[src/hw/rtl/rff_pkg.sv]
// shared types and constants for the receive fifo with xon/xoff flow control
package rff_pkg;

    localparam int unsigned LIMIT_W = 6;
    localparam int unsigned BYTE_W  = 8;
    localparam int unsigned LEVEL_W = 6;
    localparam int unsigned IN_DATA_W  = 8;
    localparam int unsigned OUT_DATA_W = 32;

    localparam logic [BYTE_W-1:0] XON_BYTE  = 8'h11;
    localparam logic [BYTE_W-1:0] XOFF_BYTE = 8'h13;

    localparam logic [LIMIT_W-1:0] HIGH_LIMIT_RESET = 6'd20;
    localparam logic [LIMIT_W-1:0] LOW_LIMIT_RESET  = 6'd4;

    localparam logic OP_PUSH = 1'b0;
    localparam logic OP_POP  = 1'b1;

    localparam logic REG_HIGH_LIMIT = 1'b0;
    localparam logic REG_LOW_LIMIT  = 1'b1;

    typedef struct packed {
        logic               read_valid;
        logic               send_flow;
        logic [BYTE_W-1:0]  flow_byte;
        logic               overflow;
        logic [LEVEL_W-1:0] fill_level;
    } rff_res_t;

endpackage

[src/hw/rtl/rff_mem.sv]
// byte store: one write port, one read port with registered read data
module rff_mem #(
    parameter int unsigned DEPTH  = 32,
    parameter int unsigned ADDR_W = 5
) (
    input  logic                      aclk,
    input  logic                      wr_en,
    input  logic [ADDR_W-1:0]         wr_addr,
    input  logic [rff_pkg::BYTE_W-1:0] wr_data,
    input  logic                      rd_en,
    input  logic [ADDR_W-1:0]         rd_addr,
    output logic [rff_pkg::BYTE_W-1:0] rd_data
);
    import rff_pkg::*;

    logic [BYTE_W-1:0] store_mem [DEPTH];
    logic [BYTE_W-1:0] rd_data_reg;

    always_ff @(posedge aclk) begin
        if (wr_en) begin
            store_mem[wr_addr] <= wr_data;
        end
        if (rd_en) begin
            rd_data_reg <= store_mem[rd_addr];
        end
    end

    assign rd_data = rd_data_reg;

endmodule

[src/hw/rtl/rff_ctrl.sv]
// pointers, fill count, limits and xon/xoff decision
module rff_ctrl #(
    parameter int unsigned DEPTH  = 32,
    parameter int unsigned ADDR_W = 5,
    parameter int unsigned CNT_W  = 6
) (
    input  logic                        aclk,
    input  logic                        aresetn,
    input  logic                        cfg_wr_en,
    input  logic                        cfg_index,
    input  logic [rff_pkg::LIMIT_W-1:0] cfg_wdata,
    input  logic                        item_accept,
    input  logic                        item_op,
    output logic                        mem_wr_en,
    output logic [ADDR_W-1:0]           mem_wr_addr,
    output logic                        mem_rd_en,
    output logic [ADDR_W-1:0]           mem_rd_addr,
    output rff_pkg::rff_res_t           item_res
);
    import rff_pkg::*;

    localparam int unsigned CMP_W = (CNT_W > LIMIT_W) ? CNT_W : LIMIT_W;
    localparam logic [ADDR_W-1:0] LAST_ADDR = ADDR_W'(DEPTH - 1);
    localparam logic [CNT_W-1:0]  FULL_CNT  = CNT_W'(DEPTH);

    logic [ADDR_W-1:0]  wr_ptr_reg, wr_ptr_next;
    logic [ADDR_W-1:0]  rd_ptr_reg, rd_ptr_next;
    logic [CNT_W-1:0]   count_reg, count_next;
    logic               allowed_reg, allowed_next;
    logic [LIMIT_W-1:0] high_limit_reg, high_limit_next;
    logic [LIMIT_W-1:0] low_limit_reg, low_limit_next;

    logic              push, pop, do_write, do_read, xoff, xon;
    logic [CMP_W-1:0]  count_ext, high_ext, low_ext;

    always_comb begin
        high_limit_next = high_limit_reg;
        low_limit_next  = low_limit_reg;
        if (cfg_wr_en) begin
            case (cfg_index)
                REG_HIGH_LIMIT: high_limit_next = cfg_wdata;
                REG_LOW_LIMIT:  low_limit_next  = cfg_wdata;
                default: ;
            endcase
        end
    end

    always_comb begin
        push     = item_accept && (item_op == OP_PUSH);
        pop      = item_accept && (item_op == OP_POP);
        do_write = push && (count_reg != FULL_CNT);
        do_read  = pop && (count_reg != '0);

        wr_ptr_next = wr_ptr_reg;
        rd_ptr_next = rd_ptr_reg;
        count_next  = count_reg;
        if (do_write) begin
            wr_ptr_next = (wr_ptr_reg == LAST_ADDR) ? '0 : wr_ptr_reg + 1'b1;
            count_next  = count_reg + 1'b1;
        end
        if (do_read) begin
            rd_ptr_next = (rd_ptr_reg == LAST_ADDR) ? '0 : rd_ptr_reg + 1'b1;
            count_next  = count_reg - 1'b1;
        end

        count_ext = CMP_W'(count_next);
        high_ext  = CMP_W'(high_limit_reg);
        low_ext   = CMP_W'(low_limit_reg);
        xoff = push && allowed_reg && (count_ext >= high_ext);
        xon  = pop && !allowed_reg && (count_ext <= low_ext);

        allowed_next = allowed_reg;
        if (xoff) begin
            allowed_next = 1'b0;
        end else if (xon) begin
            allowed_next = 1'b1;
        end
    end

    always_comb begin
        mem_wr_en   = do_write;
        mem_wr_addr = wr_ptr_reg;
        mem_rd_en   = do_read;
        mem_rd_addr = rd_ptr_reg;

        item_res.read_valid = do_read;
        item_res.send_flow  = xoff || xon;
        item_res.flow_byte  = xoff ? XOFF_BYTE : (xon ? XON_BYTE : '0);
        item_res.overflow   = push && !do_write;
        item_res.fill_level = count_ext[LEVEL_W-1:0];
    end

    always_ff @(posedge aclk) begin
        if (!aresetn) begin
            wr_ptr_reg     <= '0;
            rd_ptr_reg     <= '0;
            count_reg      <= '0;
            allowed_reg    <= 1'b1;
            high_limit_reg <= HIGH_LIMIT_RESET;
            low_limit_reg  <= LOW_LIMIT_RESET;
        end else begin
            wr_ptr_reg     <= wr_ptr_next;
            rd_ptr_reg     <= rd_ptr_next;
            count_reg      <= count_next;
            allowed_reg    <= allowed_next;
            high_limit_reg <= high_limit_next;
            low_limit_reg  <= low_limit_next;
        end
    end

endmodule

[src/hw/rtl/rx_fifo_xon_xoff.sv]
// receive byte fifo with xon/xoff watermark flow control, top level
//
//  channel   direction  payload
//  s_        in         tuser: op; tdata: rx_byte
//  m_        out        tdata: read_byte .. fill_level
//  cfg_      in         index 0 high_limit, index 1 low_limit
//
// one transfer per cycle sustained while m_ is not stalled; a result reaches m_ through s1 and the output register:
// the store read and result register load at the transfer edge, the output register once m_ is free
// the store read port sets the latency, the pointer/count update sets the rate
// reset clears pointers and count and sets the limits to their reset values at once; the store is not cleared
// a stall on m_ holds one result in the output register and one behind it,
// after which s_tready drops
module rx_fifo_xon_xoff #(
    parameter int unsigned DEPTH = 32
) (
    input  logic                           aclk,
    input  logic                           aresetn,
    input  logic                           s_tvalid,
    output logic                           s_tready,
    input  logic                           s_tuser,  // op
    input  logic [rff_pkg::IN_DATA_W-1:0]  s_tdata,  // rx_byte
    output logic                           m_tvalid,
    input  logic                           m_tready,
    // read_byte[7:0], read_valid[8], send_flow[9], flow_byte[17:10],
    // overflow[18], fill_level[24:19], zero[31:25]
    output logic [rff_pkg::OUT_DATA_W-1:0] m_tdata,
    input  logic                           cfg_wr_en,
    input  logic                           cfg_index,
    input  logic [rff_pkg::LIMIT_W-1:0]    cfg_wdata
);
    import rff_pkg::*;

    localparam int unsigned ADDR_W = (DEPTH > 1) ? $clog2(DEPTH) : 1;
    localparam int unsigned CNT_W  = $clog2(DEPTH + 1);

    logic              accept, out_free, move;
    logic              mem_wr_en, mem_rd_en;
    logic [ADDR_W-1:0] mem_wr_addr, mem_rd_addr;
    logic [BYTE_W-1:0] mem_rd_data, read_byte;
    rff_res_t          item_res;

    logic                  s1_valid_reg, s1_valid_next;
    rff_res_t              s1_res_reg;
    logic                  m_valid_reg, m_valid_next;
    logic [OUT_DATA_W-1:0] m_data_reg;

    assign out_free = !m_valid_reg || m_tready;
    assign move     = s1_valid_reg && out_free;
    assign s_tready = !s1_valid_reg || out_free;
    assign accept   = s_tvalid && s_tready;

    rff_ctrl #(
        .DEPTH  (DEPTH),
        .ADDR_W (ADDR_W),
        .CNT_W  (CNT_W)
    ) u_ctrl (
        .aclk        (aclk),
        .aresetn     (aresetn),
        .cfg_wr_en   (cfg_wr_en),
        .cfg_index   (cfg_index),
        .cfg_wdata   (cfg_wdata),
        .item_accept (accept),
        .item_op     (s_tuser),
        .mem_wr_en   (mem_wr_en),
        .mem_wr_addr (mem_wr_addr),
        .mem_rd_en   (mem_rd_en),
        .mem_rd_addr (mem_rd_addr),
        .item_res    (item_res)
    );

    rff_mem #(
        .DEPTH  (DEPTH),
        .ADDR_W (ADDR_W)
    ) u_mem (
        .aclk    (aclk),
        .wr_en   (mem_wr_en),
        .wr_addr (mem_wr_addr),
        .wr_data (s_tdata[BYTE_W-1:0]),
        .rd_en   (mem_rd_en),
        .rd_addr (mem_rd_addr),
        .rd_data (mem_rd_data)
    );

    always_comb begin
        s1_valid_next = s1_valid_reg;
        if (accept) begin
            s1_valid_next = 1'b1;
        end else if (move) begin
            s1_valid_next = 1'b0;
        end
        m_valid_next = m_valid_reg;
        if (move) begin
            m_valid_next = 1'b1;
        end else if (m_tready) begin
            m_valid_next = 1'b0;
        end
        read_byte = s1_res_reg.read_valid ? mem_rd_data : '0;
    end

    always_ff @(posedge aclk) begin
        if (!aresetn) begin
            s1_valid_reg <= 1'b0;
            m_valid_reg  <= 1'b0;
        end else begin
            s1_valid_reg <= s1_valid_next;
            m_valid_reg  <= m_valid_next;
        end
    end

    always_ff @(posedge aclk) begin
        if (accept) begin
            s1_res_reg <= item_res;
        end
        if (move) begin
            m_data_reg <= {7'd0, s1_res_reg.fill_level, s1_res_reg.overflow,
                           s1_res_reg.flow_byte, s1_res_reg.send_flow,
                           s1_res_reg.read_valid, read_byte};
        end
    end

    assign m_tvalid = m_valid_reg;
    assign m_tdata  = m_data_reg;

    a_ovf_no_read: assert property (@(posedge aclk) disable iff (!aresetn)
        m_tvalid && m_tdata[18] |-> !m_tdata[8])
        else $error("overflow reported together with a popped byte");

    a_flow_code: assert property (@(posedge aclk) disable iff (!aresetn)
        m_tvalid && m_tdata[9] |->
            (m_tdata[17:10] == XON_BYTE) || (m_tdata[17:10] == XOFF_BYTE))
        else $error("flow request without a valid xon/xoff code");

    a_no_flow_code: assert property (@(posedge aclk) disable iff (!aresetn)
        m_tvalid && !m_tdata[9] |-> (m_tdata[17:10] == '0))
        else $error("flow byte set without a flow request");

    a_reset_idle: assert property (@(posedge aclk)
        $past(!aresetn) |-> !m_tvalid && !s1_valid_reg)
        else $error("result pending straight after reset");

endmodule
[config.mk]
export PLATFORM = sky130hd
export DESIGN_NAME = rx_fifo_xon_xoff
export DESIGN_NICKNAME = d
export VERILOG_FILES = /design/src/hw/rtl/rff_pkg.sv /design/src/hw/rtl/rff_mem.sv /design/src/hw/rtl/rff_ctrl.sv /design/src/hw/rtl/rx_fifo_xon_xoff.sv
export SDC_FILE = /design/constraint.sdc
export NUM_CORES = 1
export LEC_CHECK = 0
export ABC_AREA = 0
export BUFFER_PORTS_ARGS = -buffer_cell sky130_fd_sc_hd__buf_4
export CAP_MARGIN = 30
export CELL_PAD_IN_SITES_DETAIL_PLACEMENT = 0
export CELL_PAD_IN_SITES_GLOBAL_PLACEMENT = 1
export CORE_MARGIN = 2
export CORE_UTILIZATION = 48
export DETAILED_ROUTE_END_ITERATION = 10
export PLACE_DENSITY = 0.84
export SLEW_MARGIN = 5
export SYNTH_ARGS = -nofsm -noshare
export SYNTH_HDL_FRONTEND = slang
export SYNTH_SLANG_ARGS = --single-unit
[constraint.sdc]
create_clock -name aclk -period 2.85 [get_ports aclk]
set_input_delay 0.1425 -clock aclk [delete_from_list [all_inputs] [get_ports aclk]]
set_output_delay 0.1425 -clock aclk [all_outputs]
set_load 0.005 [all_outputs]
==> results of run 1 <==
-- cells in the final DEF, fill, tap and decap left out, drive strengths merged, types with 21 or more instances in the layout --
cell,instances
ha,22
mux4,48
edfxtp,294
inv,21
buf,81
nand2,31
dfxtp,31
mux2i,29
clkbuf,48
nor2,45
-- area by class of cell --
type / instances / area, um2 / area share [%]
Clock buffer: 48 / 953.4 / 6.262
Timing Repair Buffer: 95 / 785.8 / 5.161
Clock inverter: 13 / 141.4 / 0.9287
Tap cell: 341 / 426.7 / 2.802
Sequential cell: 325 / 9457 / 62.11
Inverter: 21 / 78.83 / 0.5178
Multi-Input combinational cell: 375 / 3382 / 22.21
-- cell usage after synthesis, types with 6 or more instances --
cell type	instances
a21boi_0	9
ha_1	22
mux2_2	7
inv_1	21
nor2b_1	17
nor2_1	45
buf_2	10
mux4_2	48
edfxtp_1	294
a22oi_1	14
clkbuf_1	22
and2_1	15
nand2_1	31
a21oi_1	17
o211ai_1	6
mux2i_1	29
dfxtp_1	31
a211oi_1	11
o22ai_1	9
nand3b_1	6
o21ai_0	7
nand3_1	20
buf_4	15
-- power by group through the flow --
stage | registers [W] | clock network, W | logic [W]
3_5_place_dp | 0.00568 | 0 | 0.00187
3_3_place_gp | 0.00567 | 0 | 0.00185
6_report | 0.00558 | 0.00425 | 0.00207
2_1_floorplan | 0.00559 | 0 | 0.00127
4_1_cts | 0.00558 | 0.00433 | 0.00197
5_1_grt | 0.00560 | 0.00449 | 0.00225
-- worst register-to-register path: stages, from the launching register on --
cell      delay, ns
dfxtp_2        0.32
inv_2          0.05
ha_1           0.12
or4b_4         0.49
o2111a_2       0.33
a221o_1        0.38
ha_1           0.29
nand2_1        0.05
o21ai_1        0.15
nand4_1        0.14
a211oi_4       0.30
mux2_4         0.20
-- path summary, 6_finish.rpt --
check	startpoint	end	slack, ns	depth (start not counted)
worst max-delay path	u_ctrl.count_reg[0]	s1_res_reg[15]	-0.09	11
worst min-delay path	aresetn	u_ctrl.high_ext[2]	0.03	2
worst max register to register	u_ctrl.count_reg[0]	s1_res_reg[15]	-0.09	11
worst min register to register	s1_res_reg[3]	m_tdata[22]	0.42	0
-- repair_timing --
action / 4_1_cts / 5_1_grt
setup buffers: 3 / 4
resized for setup: 7 / 17
hold buffers: 14 / 0
endpoints found under the setup margin: 4 / 46
pin swaps: 13 / 15
endpoints found under the hold margin: 14 / 0
-- cell families (layout without fill, tap and decap cells) --
logic type / Yosys count / count (layout)
multiplexers: 84 / 84
XOR/XNOR: 5 / 5
adder cells (fa/ha/maj): 22 / 22
flip-flops: 325 / 325
buffers and inverters: 72 / 177
other: 1 / 12
AO/OA/AOI/OAI: 99 / 99
AND/OR/NAND/NOR: 153 / 153
-- routing by layer --
metal  vias to the layer above  global-route usage (%)
met1                      3511                   27.07
met4                         0                   4.498
met5                         -                       0
met3                        46                   3.905
met2                       264                   31.08
li1                       3144                       -
-- stage by stage --
step / hold WS (ns) / setup slack [ns] / cells
6_report: 0.03341 / -0.08614 / 1218
5_1_grt: 0.04491 / -0.2702 / 1218
4_1_cts: 0.01282 / -0.1090 / 1214
3_5_place_dp: 0.3859 / -0.1954 / 1136
3_3_place_gp: 0.3792 / -0.1524 / 1136
2_1_floorplan: 0.2414 / -0.1207 / 772
==> impl_results.html, run 1 <==
<table>
<tr><th>Metric</th><th>Value</th></tr>
<tr><th colspan="2">Run status</th></tr>
<tr><td>Outcome</td><td>complete, but fails checks</td></tr>
<tr><td>Violations in the final reports</td><td>negative setup slack</td></tr>
<tr><th colspan="2">Die</th></tr>
<tr><td>Count of standard-cell rows</td><td>60</td></tr>
<tr><td>Die Ht</td><td>168.9 um</td></tr>
<tr><td>Initial cell density of the core</td><td>48.68%</td></tr>
<tr><td>Die Span X</td><td>168.9 um</td></tr>
<tr><td>Die ar.</td><td>28510 um2</td></tr>
<tr><td>Ports</td><td>55</td></tr>
<tr><td>Core box area</td><td>26800 um2</td></tr>
<tr><th colspan="2">Worst setup path</th></tr>
<tr><td>CP Cell Sequence</td><td>inv_2, ha_1, or4b_4, o2111a_2, a221o_1, ha_1, nand2_1, o21ai_1, nand4_1, a211oi_4, mux2_4</td></tr>
<tr><td>Worst path bufs/invs</td><td>1</td></tr>
<tr><td>Class of the most critical setup path</td><td>register to register</td></tr>
<tr><td>Family with the most delay on the worst path</td><td>compound AO/OA/AOI/OAI gates</td></tr>
<tr><td>Slowest stage cell on the critical path</td><td>or4b_4</td></tr>
<tr><td>Crit. End Element</td><td>register</td></tr>
<tr><td>Nature of the critical path startpoint</td><td>register</td></tr>
<tr><td>Worst path required time</td><td>3.24 ns</td></tr>
<tr><td>Data arrival, critical path</td><td>3.33 ns</td></tr>
<tr><td>Crit path top cell by count</td><td>ha_1</td></tr>
<tr><td>Maximum net fanout on the critical path</td><td>4</td></tr>
<tr><td>Peak per-stage delay on the critical path</td><td>0.49 ns</td></tr>
<tr><th colspan="2">Yosys</th></tr>
<tr><td>Primary flip-flop cell chosen by synthesis mapping</td><td>edfxtp_1</td></tr>
<tr><td>Portion of synthesized cell area occupied by the leading cell type</td><td>67.67%</td></tr>
<tr><td>Xor/xnor cell area share of the yosys netlist</td><td>0.3357%</td></tr>
<tr><td>Post-synthesis share of cell area spent on and, or, nand and nor gates</td><td>5.879%</td></tr>
<tr><td>Adder and majority gate portion of the synthesized area</td><td>2.110%</td></tr>
<tr><td>Post-Synthesis Mean Instance Area</td><td>17.14 um2</td></tr>
<tr><td>Dominant combinational cell family by area after synthesis</td><td>multiplexers</td></tr>
<tr><td>Cell types occupying the most area after synthesis</td><td>edfxtp_1 68%, mux4_2 8.3%, dfxtp_1 4.8%</td></tr>
<tr><td>Post-synth EDFFs</td><td>294</td></tr>
<tr><td>Compound-Gate Fraction of Synth Area</td><td>5.447%</td></tr>
<tr><td>Multiplexer share of the synthesized area</td><td>11.12%</td></tr>
<tr><td>Sequential cell area fraction in the yosys report</td><td>72.43%</td></tr>
<tr><td>FF+latch count, synth</td><td>325</td></tr>
<tr><td>Number of distinct standard cells referenced by the synthesized netlist</td><td>51</td></tr>
<tr><td>Share of async-settable or async-resettable flops after synthesis</td><td>0%</td></tr>
<tr><td>Number of warning messages in the yosys log</td><td>0</td></tr>
<tr><td>Post-Syn Instances</td><td>761</td></tr>
<tr><td>Yosys top cell by area</td><td>edfxtp_1</td></tr>
<tr><td>Synthesized cell area</td><td>13050 um2</td></tr>
<tr><th colspan="2">Final layout</th></tr>
<tr><td>Final-layout fill cell count</td><td>1982</td></tr>
<tr><td>Antenna diode count</td><td>0</td></tr>
<tr><td>Layout Utilization</td><td>56.81%</td></tr>
<tr><td>Count of nets after finishing</td><td>895</td></tr>
<tr><td>Flip-flop count of the largest register, all copies and words added</td><td>256</td></tr>
<tr><td>Post-route cell area</td><td>15220 um2</td></tr>
<tr><td>Fraction of layout cells with a size suffix above 1</td><td>24.86%</td></tr>
<tr><td>Area growth from synthesis to layout</td><td>16.70%</td></tr>
<tr><th colspan="2">Timing</th></tr>
<tr><td>Period Utilization, post-route</td><td>103.0%</td></tr>
<tr><td>Setup tns final</td><td>-0.2528 ns</td></tr>
<tr><td>Clock skew after layout</td><td>0.02502 ns</td></tr>
<tr><td>Final number of setup-violating endpoints</td><td>4</td></tr>
<tr><td>Final max-slew violation count</td><td>0</td></tr>
<tr><td>Worst slew pin tran</td><td>0.8099 ns</td></tr>
<tr><td>Max-slew headroom</td><td>45.81%</td></tr>
<tr><td>Final hold vios</td><td>0</td></tr>
<tr><td>Worst setup margin</td><td>-0.08614 ns</td></tr>
<tr><td>Maximum clock frequency</td><td>340.6 MHz</td></tr>
<tr><td>Clock period minus final worst setup slack</td><td>2.936 ns</td></tr>
<tr><td>Setup repair after global routing missed its margin</td><td>true</td></tr>
<tr><th colspan="2">Clock network</th></tr>
<tr><td>Clock buffer depth</td><td>3</td></tr>
<tr><td>Buffer type at the clock tree root</td><td>clkbuf_16</td></tr>
<tr><td>Clock slew seen by the registers of the worst setup and hold paths</td><td>0.06 ns</td></tr>
<tr><td>Number of levels in the clock H-tree</td><td>2</td></tr>
<tr><td>Clock latency on the worst-skew pair</td><td>0.52 ns</td></tr>
<tr><td>CTS tree</td><td>built</td></tr>
<tr><td>Inserted Clock Buffers</td><td>34</td></tr>
<tr><td>Total clock sinks</td><td>325</td></tr>
<tr><th colspan="2">Global routing</th></tr>
<tr><td>Vias in the first global route</td><td>6975</td></tr>
<tr><td>GRT Total Usage</td><td>19.17%</td></tr>
<tr><td>Grt ovf</td><td>0</td></tr>
<tr><td>First-pass GRT wire length</td><td>40930 um</td></tr>
<tr><td>Largest net degree at the start of global routing</td><td>35</td></tr>
<tr><td>Number of antenna violations at the first check in global routing</td><td>0</td></tr>
<tr><th colspan="2">Power</th></tr>
<tr><td>Switching Power</td><td>0.002944 W</td></tr>
<tr><td>Largest vdd supply drop</td><td>0.4219 mV</td></tr>
<tr><td>Pwr Density</td><td>781.6 nW/um2</td></tr>
<tr><td>Cell-internal power</td><td>0.008954 W</td></tr>
<tr><td>Part of the power in the clock network</td><td>35.7%</td></tr>
<tr><td>Total power</td><td>0.01190 W</td></tr>
<tr><td>Leakage</td><td>5.045 nW</td></tr>
<tr><td>Proportion of power drawn by combinational gates</td><td>17.4%</td></tr>
<tr><td>Switch share</td><td>24.75%</td></tr>
<tr><td>Fraction of power consumed by sequential logic</td><td>46.9%</td></tr>
<tr><th colspan="2">Drt</th></tr>
<tr><td>Pre-antenna DRT Iters</td><td>5</td></tr>
<tr><td>Drt initial violations</td><td>707</td></tr>
<tr><td>Met2 routed WL</td><td>12900 um</td></tr>
<tr><td>Routed Wire Length</td><td>26790 um</td></tr>
<tr><td>DR DRC count</td><td>0</td></tr>
<tr><td>Top Layer Used</td><td>met4</td></tr>
<tr><td>Final ANT Viol Nets</td><td>0</td></tr>
<tr><td>M1 WL</td><td>11490 um</td></tr>
<tr><td>Wire length per cell</td><td>22.00 um</td></tr>
<tr><td>Number of vias in the routed layout</td><td>6965</td></tr>
<tr><td>Average vias per placed instance</td><td>5.718</td></tr>
<tr><td>Met3 Routed Length</td><td>1882 um</td></tr>
<tr><th colspan="2">Placement</th></tr>
<tr><td>Routability congestion estimate from global placement</td><td>0.8738</td></tr>
<tr><td>Count of input and output buffers</td><td>42</td></tr>
<tr><td>Placement-stage cell area</td><td>13860 um2</td></tr>
<tr><td>DP Wirelength</td><td>16550 um</td></tr>
<tr><th colspan="2">Flow run</th></tr>
<tr><td>Max-cap violations</td><td>0</td></tr>
<tr><th colspan="2">Hold path</th></tr>
<tr><td>Worst min-delay path category</td><td>primary input to register</td></tr>
</table>
No activity file was read; power rests on OpenSTA's default activity.
==> run 2, diff against run 1 <==
CORE_UTILIZATION = 25   (was 48)
PLACE_DENSITY = 0.53   (was 0.84)
==> run 2 against run 1 <==
  * The run still ends with negative setup slack left
  * Non-clock buffer count increased by 18
  * Combinational power increased by 6%
  * Core utilization decreased by 26 points
  * Critical endpoint unchanged
  * Largest cell class unchanged
  * Largest power group unchanged
==> impl_results.html, run 2 (synthesis gave the netlist of run 1 again) <==
<table>
<tr><th>Metric</th><th>Value</th></tr>
<tr><th colspan="2">Timing</th></tr>
<tr><td>Setup repair after global routing missed its margin</td><td>true</td></tr>
<tr><td>Worst slew pin tran</td><td>0.9142 ns</td></tr>
<tr><td>Maximum clock frequency</td><td>335.7 MHz</td></tr>
<tr><td>Final hold vios</td><td>0</td></tr>
<tr><td>Final number of setup-violating endpoints</td><td>4</td></tr>
<tr><td>Hold slack</td><td>0.05113 ns</td></tr>
<tr><td>Max-slew headroom</td><td>38.83%</td></tr>
<tr><td>Clock skew after layout</td><td>0.03180 ns</td></tr>
<tr><td>Final max-slew violation count</td><td>0</td></tr>
<tr><td>Setup tns final</td><td>-0.3758 ns</td></tr>
<tr><td>Worst setup margin</td><td>-0.1286 ns</td></tr>
<tr><td>Period Utilization, post-route</td><td>104.5%</td></tr>
<tr><td>Clock period minus final worst setup slack</td><td>2.979 ns</td></tr>
<tr><th colspan="2">Drt</th></tr>
<tr><td>Number of vias in the routed layout</td><td>6820</td></tr>
<tr><td>Drt initial violations</td><td>394</td></tr>
<tr><td>Routed Wire Length</td><td>29910 um</td></tr>
<tr><td>Final ANT Viol Nets</td><td>0</td></tr>
<tr><td>DR DRC count</td><td>0</td></tr>
<tr><td>Pre-antenna DRT Iters</td><td>5</td></tr>
<tr><td>Wire length per cell</td><td>18.97 um</td></tr>
<tr><td>Average vias per placed instance</td><td>4.325</td></tr>
<tr><th colspan="2">Final layout</th></tr>
<tr><td>Post-route cell area</td><td>15760 um2</td></tr>
<tr><td>Commonest non-fill, non-tap cell in the layout</td><td>edfxtp_1</td></tr>
<tr><td>Combined flip-flop and latch cell area</td><td>9457 um2</td></tr>
<tr><td>Antenna diode count</td><td>0</td></tr>
<tr><td>Fraction of layout cells with a size suffix above 1</td><td>25.20%</td></tr>
<tr><td>Area of combinational cells with multiple inputs</td><td>3366 um2</td></tr>
<tr><td>Commonest non-fill, non-tap cells in the layout</td><td>294 x edfxtp_1, 95 x buf_4, 48 x mux4_2</td></tr>
<tr><td>Final-layout fill cell count</td><td>5064</td></tr>
<tr><td>Flip-flop count of the largest register, all copies and words added</td><td>256</td></tr>
<tr><td>Area growth from synthesis to layout</td><td>20.76%</td></tr>
<tr><td>Count of nets after finishing</td><td>914</td></tr>
<tr><th colspan="2">Global routing</th></tr>
<tr><td>Number of antenna violations at the first check in global routing</td><td>0</td></tr>
<tr><td>Largest net degree at the start of global routing</td><td>35</td></tr>
<tr><td>GRT Total Usage</td><td>11.24%</td></tr>
<tr><td>Vias in the first global route</td><td>7095</td></tr>
<tr><td>First-pass GRT wire length</td><td>45310 um</td></tr>
<tr><td>Grt ovf</td><td>0</td></tr>
<tr><th colspan="2">Run status</th></tr>
<tr><td>Violations in the final reports</td><td>negative setup slack</td></tr>
<tr><td>Outcome</td><td>complete, but fails checks</td></tr>
<tr><th colspan="2">Die</th></tr>
<tr><td>Die Span X</td><td>232.4 um</td></tr>
<tr><td>Initial cell density of the core</td><td>25.38%</td></tr>
<tr><td>Count of standard-cell rows</td><td>83</td></tr>
<tr><td>Core box area</td><td>51410 um2</td></tr>
<tr><td>Die ar.</td><td>54030 um2</td></tr>
<tr><td>Ports</td><td>55</td></tr>
<tr><td>Die Ht</td><td>232.4 um</td></tr>
<tr><th colspan="2">Worst setup path</th></tr>
<tr><td>Worst path bufs/invs</td><td>1</td></tr>
<tr><td>Crit. End Element</td><td>register</td></tr>
<tr><td>Family with the most delay on the worst path</td><td>compound AO/OA/AOI/OAI gates</td></tr>
<tr><td>Class of the most critical setup path</td><td>register to register</td></tr>
<tr><td>Maximum net fanout on the critical path</td><td>4</td></tr>
<tr><td>Nature of the critical path startpoint</td><td>register</td></tr>
<tr><td>Source of the worst register-to-register timing path</td><td>u_ctrl.count_reg[0]</td></tr>
<tr><td>Worst path required time</td><td>3.12 ns</td></tr>
<tr><td>CP Cell Sequence</td><td>inv_2, ha_4, or4b_4, o2111a_2, a221o_1, ha_1, nor2b_1, o21ai_1, o211ai_1, a21oi_2, mux2_4</td></tr>
<tr><td>Cell depth of the worst setup path</td><td>11</td></tr>
<tr><td>Worst r2r path cells</td><td>11</td></tr>
<tr><td>Start point of the critical path</td><td>u_ctrl.count_reg[0]</td></tr>
<tr><td>Peak per-stage delay on the critical path</td><td>0.49 ns</td></tr>
<tr><td>Critical path capture point</td><td>s1_res_reg[15]</td></tr>
<tr><td>Worst R2R Setup Slack</td><td>-0.13 ns</td></tr>
<tr><td>Endpoint of the worst-slack reg-to-reg timing path</td><td>s1_res_reg[15]</td></tr>
<tr><td>Data arrival, critical path</td><td>3.25 ns</td></tr>
<tr><td>Slowest stage cell on the critical path</td><td>or4b_4</td></tr>
<tr><th colspan="2">Hold path</th></tr>
<tr><td>Worst min-delay path category</td><td>primary input to register</td></tr>
<tr><th colspan="2">Clock network</th></tr>
<tr><td>Total clock sinks</td><td>325</td></tr>
<tr><td>Number of levels in the clock H-tree</td><td>2</td></tr>
<tr><td>Inserted Clock Buffers</td><td>35</td></tr>
<tr><td>CTS tree</td><td>built</td></tr>
<tr><td>Buffer type at the clock tree root</td><td>clkbuf_16</td></tr>
<tr><td>Clock buffer depth</td><td>3</td></tr>
<tr><td>Clock slew seen by the registers of the worst setup and hold paths</td><td>0.06 ns</td></tr>
<tr><td>Clock latency on the worst-skew pair</td><td>0.53 ns</td></tr>
<tr><th colspan="2">Power</th></tr>
<tr><td>Pwr Density</td><td>765.0 nW/um2</td></tr>
<tr><td>Leakage</td><td>5.136 nW</td></tr>
<tr><td>Largest vdd supply drop</td><td>0.4249 mV</td></tr>
<tr><th colspan="2">Placement</th></tr>
<tr><td>Routability congestion estimate from global placement</td><td>0.7531</td></tr>
<tr><td>Count of input and output buffers</td><td>42</td></tr>
<tr><td>DP Wirelength</td><td>18990 um</td></tr>
<tr><td>Placement-stage cell area</td><td>14410 um2</td></tr>
<tr><th colspan="2">Flow run</th></tr>
<tr><td>Max-cap violations</td><td>0</td></tr>
</table>
run 2: cell types whose count changed in the layout (fill, tap and decap cells not counted), moves of 3 or more:
cell / before / now
buf_4: 78 / 95
clkbuf_16: 34 / 37
clkbuf_8: 5 / 0
clkinv_1: 2 / 6
nor2_1: 36 / 44
nor2_2: 8 / 0
run 2: worst min path at each step:
| stage | start | end | slack (ns) | cells past startpoint |
|---|---|---|---|---|
| 3_5_place_dp | cfg_wdata[4] | u_ctrl.high_ext[4] | 0.39 | 3 |
| 6_report | s_tdata[7] | u_mem.store_mem[1][7] | 0.05 | 1 |
| 5_1_grt | s_tdata[7] | u_mem.store_mem[18][7] | 0.05 | 1 |
| 4_1_cts | s_tdata[7] | u_mem.store_mem[1][7] | 0.03 | 1 |
| 2_1_floorplan | s_tdata[0] | u_mem.store_mem[0][0] | 0.24 | 0 |
| 3_3_place_gp | cfg_wdata[4] | u_ctrl.high_ext[4] | 0.39 | 3 |
run 2: layout make-up:
type | count | share of cell area [%]
sequential | 325 | 60.02
timing repair buffer | 113 | 5.869
tap | 680 | 5.400
multi-input combinational | 375 | 21.36
clock inverter | 15 | 0.6830
clock buffer | 48 | 6.163
inverter | 21 | 0.5003
run 2: worst reg2reg max path, cell delays in order (launching register included):
cell and delay (ns):
dfxtp_2 0.32, inv_2 0.07, ha_4 0.12, or4b_4 0.49, o2111a_2 0.34, a221o_1 0.39, ha_1 0.31, nor2b_1 0.13
o21ai_1 0.06, o211ai_1 0.11, a21oi_2 0.10, mux2_4 0.27
run 2: repair_timing:
item | 4_1_cts | 5_1_grt
hold endpoints to repair | 15 | 0
buffers inserted | 5 | 3
pin swaps | 18 | 11
gates resized for setup | 12 | 5
endpoints found under the setup margin | 4 | 4
hold buffers | 14 | 0
run 2: through the flow:
stage | std cells | util [%] | total power (W) | setup WS (ns)
after floorplan | 772 | - | 0.006859 | -0.1207
after global placement | 1492 | 28.03 | 0.007623 | -0.2233
after detailed placement | 1492 | 28.03 | 0.007627 | -0.2797
after CTS | 1574 | 30.55 | 0.01215 | -0.1086
after global routing | 1577 | 30.65 | 0.01261 | -0.2525
final | 1577 | 30.65 | 0.01205 | -0.1286
run 2: per-layer routing:
metal	up-vias	GRT usage [%]	part of all wire, %
li1	3182	-	-
met1	3458	14.93	45
met2	140	18.71	48
met3	40	2.169	4.3
met4	0	3.085	1.9
met5	-	0	0
run 2: report_power, final:
part	internal, W	switching, W
sequential	0.00542	0.000117
clock	0.00249	0.00184
combinational	0.00113	0.00106
total	0.00904	0.00301
==> run 3, diff against run 2 <==
PLACE_DENSITY = 0.44   (was 0.53)
==> run 3 against run 2 <==
  * The flow still finishes with violations (negative setup slack)
  * Critical path depth up 3
  * Cell area increased by 1.9%
  * Sequential share of layout area decreased by 1.1 points
  * Setup slack got worse by 0.019 ns
  * First-iteration DRC count increased by 1.0%
  * Global-route usage increased by 0.65 points
  * Sequential power is essentially flat
  * Combinational power rose by 4%
  * Die area stayed put
  * Routed wire length grew 5.1%
  * Sequential cell count did not move
  * Clock skew shrank 0.0038 ns
==> impl_results.html, run 3 (synthesis gave the netlist of run 1 again) <==
<table>
<tr><th>Metric</th><th>Value</th></tr>
<tr><th colspan="2">Run status</th></tr>
<tr><td>Outcome</td><td>complete, but fails checks</td></tr>
<tr><td>Violations in the final reports</td><td>negative setup slack</td></tr>
<tr><th colspan="2">Global routing</th></tr>
<tr><td>First-pass GRT wire length</td><td>47120 um</td></tr>
<tr><td>Grt ovf</td><td>0</td></tr>
<tr><td>GRT Total Usage</td><td>11.89%</td></tr>
<tr><td>Vias in the first global route</td><td>7207</td></tr>
<tr><td>Gr busiest metal</td><td>met2</td></tr>
<tr><td>GR met3 Demand/Resource</td><td>2.451%</td></tr>
<tr><td>Number of antenna violations at the first check in global routing</td><td>0</td></tr>
<tr><td>Largest net degree at the start of global routing</td><td>42</td></tr>
<tr><td>Met2 Resource Use GR</td><td>19.47%</td></tr>
<tr><td>Global routing met1 resource utilization</td><td>16.01%</td></tr>
<tr><th colspan="2">Clock network</th></tr>
<tr><td>Clock latency on the worst-skew pair</td><td>0.56 ns</td></tr>
<tr><td>Clock buffer depth</td><td>3</td></tr>
<tr><td>Total clock sinks</td><td>325</td></tr>
<tr><td>Number of levels in the clock H-tree</td><td>2</td></tr>
<tr><td>Clock slew seen by the registers of the worst setup and hold paths</td><td>0.06 ns</td></tr>
<tr><td>CTS tree</td><td>built</td></tr>
<tr><td>Buffer type at the clock tree root</td><td>clkbuf_16</td></tr>
<tr><td>Inserted Clock Buffers</td><td>38</td></tr>
<tr><th colspan="2">Placement</th></tr>
<tr><td>Placement-stage cell area</td><td>14510 um2</td></tr>
<tr><td>DP Worst Slack</td><td>-0.3505 ns</td></tr>
<tr><td>DP Wirelength</td><td>20140 um</td></tr>
<tr><td>Routability congestion estimate from global placement</td><td>0.7702</td></tr>
<tr><td>Count of input and output buffers</td><td>42</td></tr>
<tr><th colspan="2">Die</th></tr>
<tr><td>Die Span X</td><td>232.4 um</td></tr>
<tr><td>Die ar.</td><td>54030 um2</td></tr>
<tr><td>Core box area</td><td>51410 um2</td></tr>
<tr><td>Ports</td><td>55</td></tr>
<tr><td>Die Ht</td><td>232.4 um</td></tr>
<tr><td>Initial cell density of the core</td><td>25.38%</td></tr>
<tr><td>Count of standard-cell rows</td><td>83</td></tr>
<tr><th colspan="2">Final layout</th></tr>
<tr><td>Commonest non-fill, non-tap cells in the layout</td><td>294 x edfxtp_1, 99 x buf_4, 48 x mux4_2</td></tr>
<tr><td>Post-route cell area</td><td>16050 um2</td></tr>
<tr><td>Flip-flop count of the largest register, all copies and words added</td><td>256</td></tr>
<tr><td>Count of nets after finishing</td><td>932</td></tr>
<tr><td>Final-layout fill cell count</td><td>5045</td></tr>
<tr><td>Fraction of layout cells with a size suffix above 1</td><td>25.96%</td></tr>
<tr><td>Area growth from synthesis to layout</td><td>23.02%</td></tr>
<tr><td>Commonest non-fill, non-tap cell in the layout</td><td>edfxtp_1</td></tr>
<tr><td>Layout Utilization</td><td>31.22%</td></tr>
<tr><th colspan="2">Worst setup path</th></tr>
<tr><td>Nature of the critical path startpoint</td><td>register</td></tr>
<tr><td>Start point of the critical path</td><td>u_ctrl.count_reg[0]</td></tr>
<tr><td>Maximum net fanout on the critical path</td><td>3</td></tr>
<tr><td>Data arrival, critical path</td><td>3.30 ns</td></tr>
<tr><td>Slowest stage cell on the critical path</td><td>or4b_4</td></tr>
<tr><td>Source of the worst register-to-register timing path</td><td>u_ctrl.count_reg[0]</td></tr>
<tr><td>Worst path required time</td><td>3.15 ns</td></tr>
<tr><td>CP Cell Sequence</td><td>inv_2, ha_4, or4b_4, o2111ai_4, buf_6, o22ai_1, xor2_1, buf_4, ha_4, and4_1, o21ai_1, o211ai_1, a21oi_2, mux2_4</td></tr>
<tr><td>Crit. End Element</td><td>register</td></tr>
<tr><td>Crit path top cell by count</td><td>ha_4</td></tr>
<tr><td>Peak per-stage delay on the critical path</td><td>0.49 ns</td></tr>
<tr><td>Class of the most critical setup path</td><td>register to register</td></tr>
<tr><td>Worst path bufs/invs</td><td>3</td></tr>
<tr><td>Family with the most delay on the worst path</td><td>simple AND/OR/NAND/NOR gates</td></tr>
<tr><th colspan="2">Drt</th></tr>
<tr><td>Number of vias in the routed layout</td><td>6950</td></tr>
<tr><td>Routed Wire Length</td><td>31450 um</td></tr>
<tr><td>Pre-antenna DRT Iters</td><td>6</td></tr>
<tr><td>Drt initial violations</td><td>398</td></tr>
<tr><td>Wire length per cell</td><td>19.73 um</td></tr>
<tr><td>DR DRC count</td><td>0</td></tr>
<tr><td>Final ANT Viol Nets</td><td>0</td></tr>
<tr><td>Average vias per placed instance</td><td>4.360</td></tr>
<tr><th colspan="2">Timing</th></tr>
<tr><td>Maximum clock frequency</td><td>333.6 MHz</td></tr>
<tr><td>Final number of setup-violating endpoints</td><td>4</td></tr>
<tr><td>Max-slew headroom</td><td>35.47%</td></tr>
<tr><td>Setup repair after global routing missed its margin</td><td>true</td></tr>
<tr><td>Clock period minus final worst setup slack</td><td>2.998 ns</td></tr>
<tr><td>Period Utilization, post-route</td><td>105.2%</td></tr>
<tr><td>Final hold vios</td><td>0</td></tr>
<tr><td>Worst setup margin</td><td>-0.1476 ns</td></tr>
<tr><td>Final max-slew violation count</td><td>0</td></tr>
<tr><td>Setup tns final</td><td>-0.4450 ns</td></tr>
<tr><td>Worst slew pin tran</td><td>0.9644 ns</td></tr>
<tr><td>Clock skew after layout</td><td>0.02801 ns</td></tr>
<tr><th colspan="2">Hold path</th></tr>
<tr><td>Worst min-delay path category</td><td>primary input to register</td></tr>
<tr><td>Min-delay src</td><td>s_tdata[4]</td></tr>
<tr><th colspan="2">Power</th></tr>
<tr><td>Pwr Density</td><td>776.3 nW/um2</td></tr>
<tr><td>Total power</td><td>0.01246 W</td></tr>
<tr><td>Largest vdd supply drop</td><td>0.3830 mV</td></tr>
<tr><td>Leakage</td><td>5.267 nW</td></tr>
<tr><th colspan="2">Flow run</th></tr>
<tr><td>Max-cap violations</td><td>0</td></tr>
</table>
run 3: cell count changes in the layout (fill, tap and decap cells not counted), moves of 2 or more:
| cell | before | now |
|---|---|---|
| dlygate4sd3_1 | 14 | 19 |
| buf_4 | 95 | 99 |
| clkinv_2 | 6 | 4 |
| buf_12 | 3 | 8 |
| bufinv_16 | 1 | 3 |
| clkinvlp_4 | 0 | 2 |
| clkbuf_1 | 10 | 8 |
run 3: final cells by class:
cell class / instances / area, um2 / share of cell area, %
clock buffers: 46 / 980.9 / 6.112
repair buffers: 128 / 1116 / 6.954
inverters: 21 / 78.83 / 0.4912
flip-flops and latches: 325 / 9457 / 58.92
diodes: 1 / 2.502 / 0.01559
multi-input cells: 375 / 3353 / 20.89
well taps: 680 / 850.8 / 5.301
clock inverters: 18 / 210.2 / 1.310
run 3: stage by stage:
| step | hold WS (ns) | cells |
|---|---|---|
| finish | 0.03359 | 1594 |
| floorplan | 0.2414 | 772 |
| detailed placement | 0.3978 | 1497 |
| CTS | 0.007425 | 1584 |
| global route | 0.02508 | 1593 |
| global placement | 0.3947 | 1497 |
run 3: worst paths after layout:
| check | depth (start not counted) | slack [ns] | end |
|---|---|---|---|
| max reg2reg | 14 | -0.15 | s1_res_reg[7] |
| max | 14 | -0.15 | s1_res_reg[7] |
| min | 1 | 0.03 | u_mem.store_mem[0][4] |
| min reg2reg | 0 | 0.42 | m_tdata[20] |
run 3: power by group:
| part | leakage, nW | switching (W) | internal [W] | total [W] |
|---|---|---|---|---|
| Combinational | 1.77 | 0.00109 | 0.00118 | 0.00227 |
| Clock | 0.571 | 0.00194 | 0.00274 | 0.00467 |
| Sequential | 2.93 | 0.0000942 | 0.00543 | 0.00552 |
run 3: metal layers:
metal	wire, um	vias up
met5	0	-
met4	604	0
li1	-	3222
met2	14990	114
met1	14770	3575
met3	1085	39
run 3: what timing repair did:
action,CTS,global route
endpoints found under the hold margin,35,0
resized for setup,7,7
hold buffers,19,0
pin swaps,6,4
setup buffers,4,5
endpoints found under the setup margin,4,4
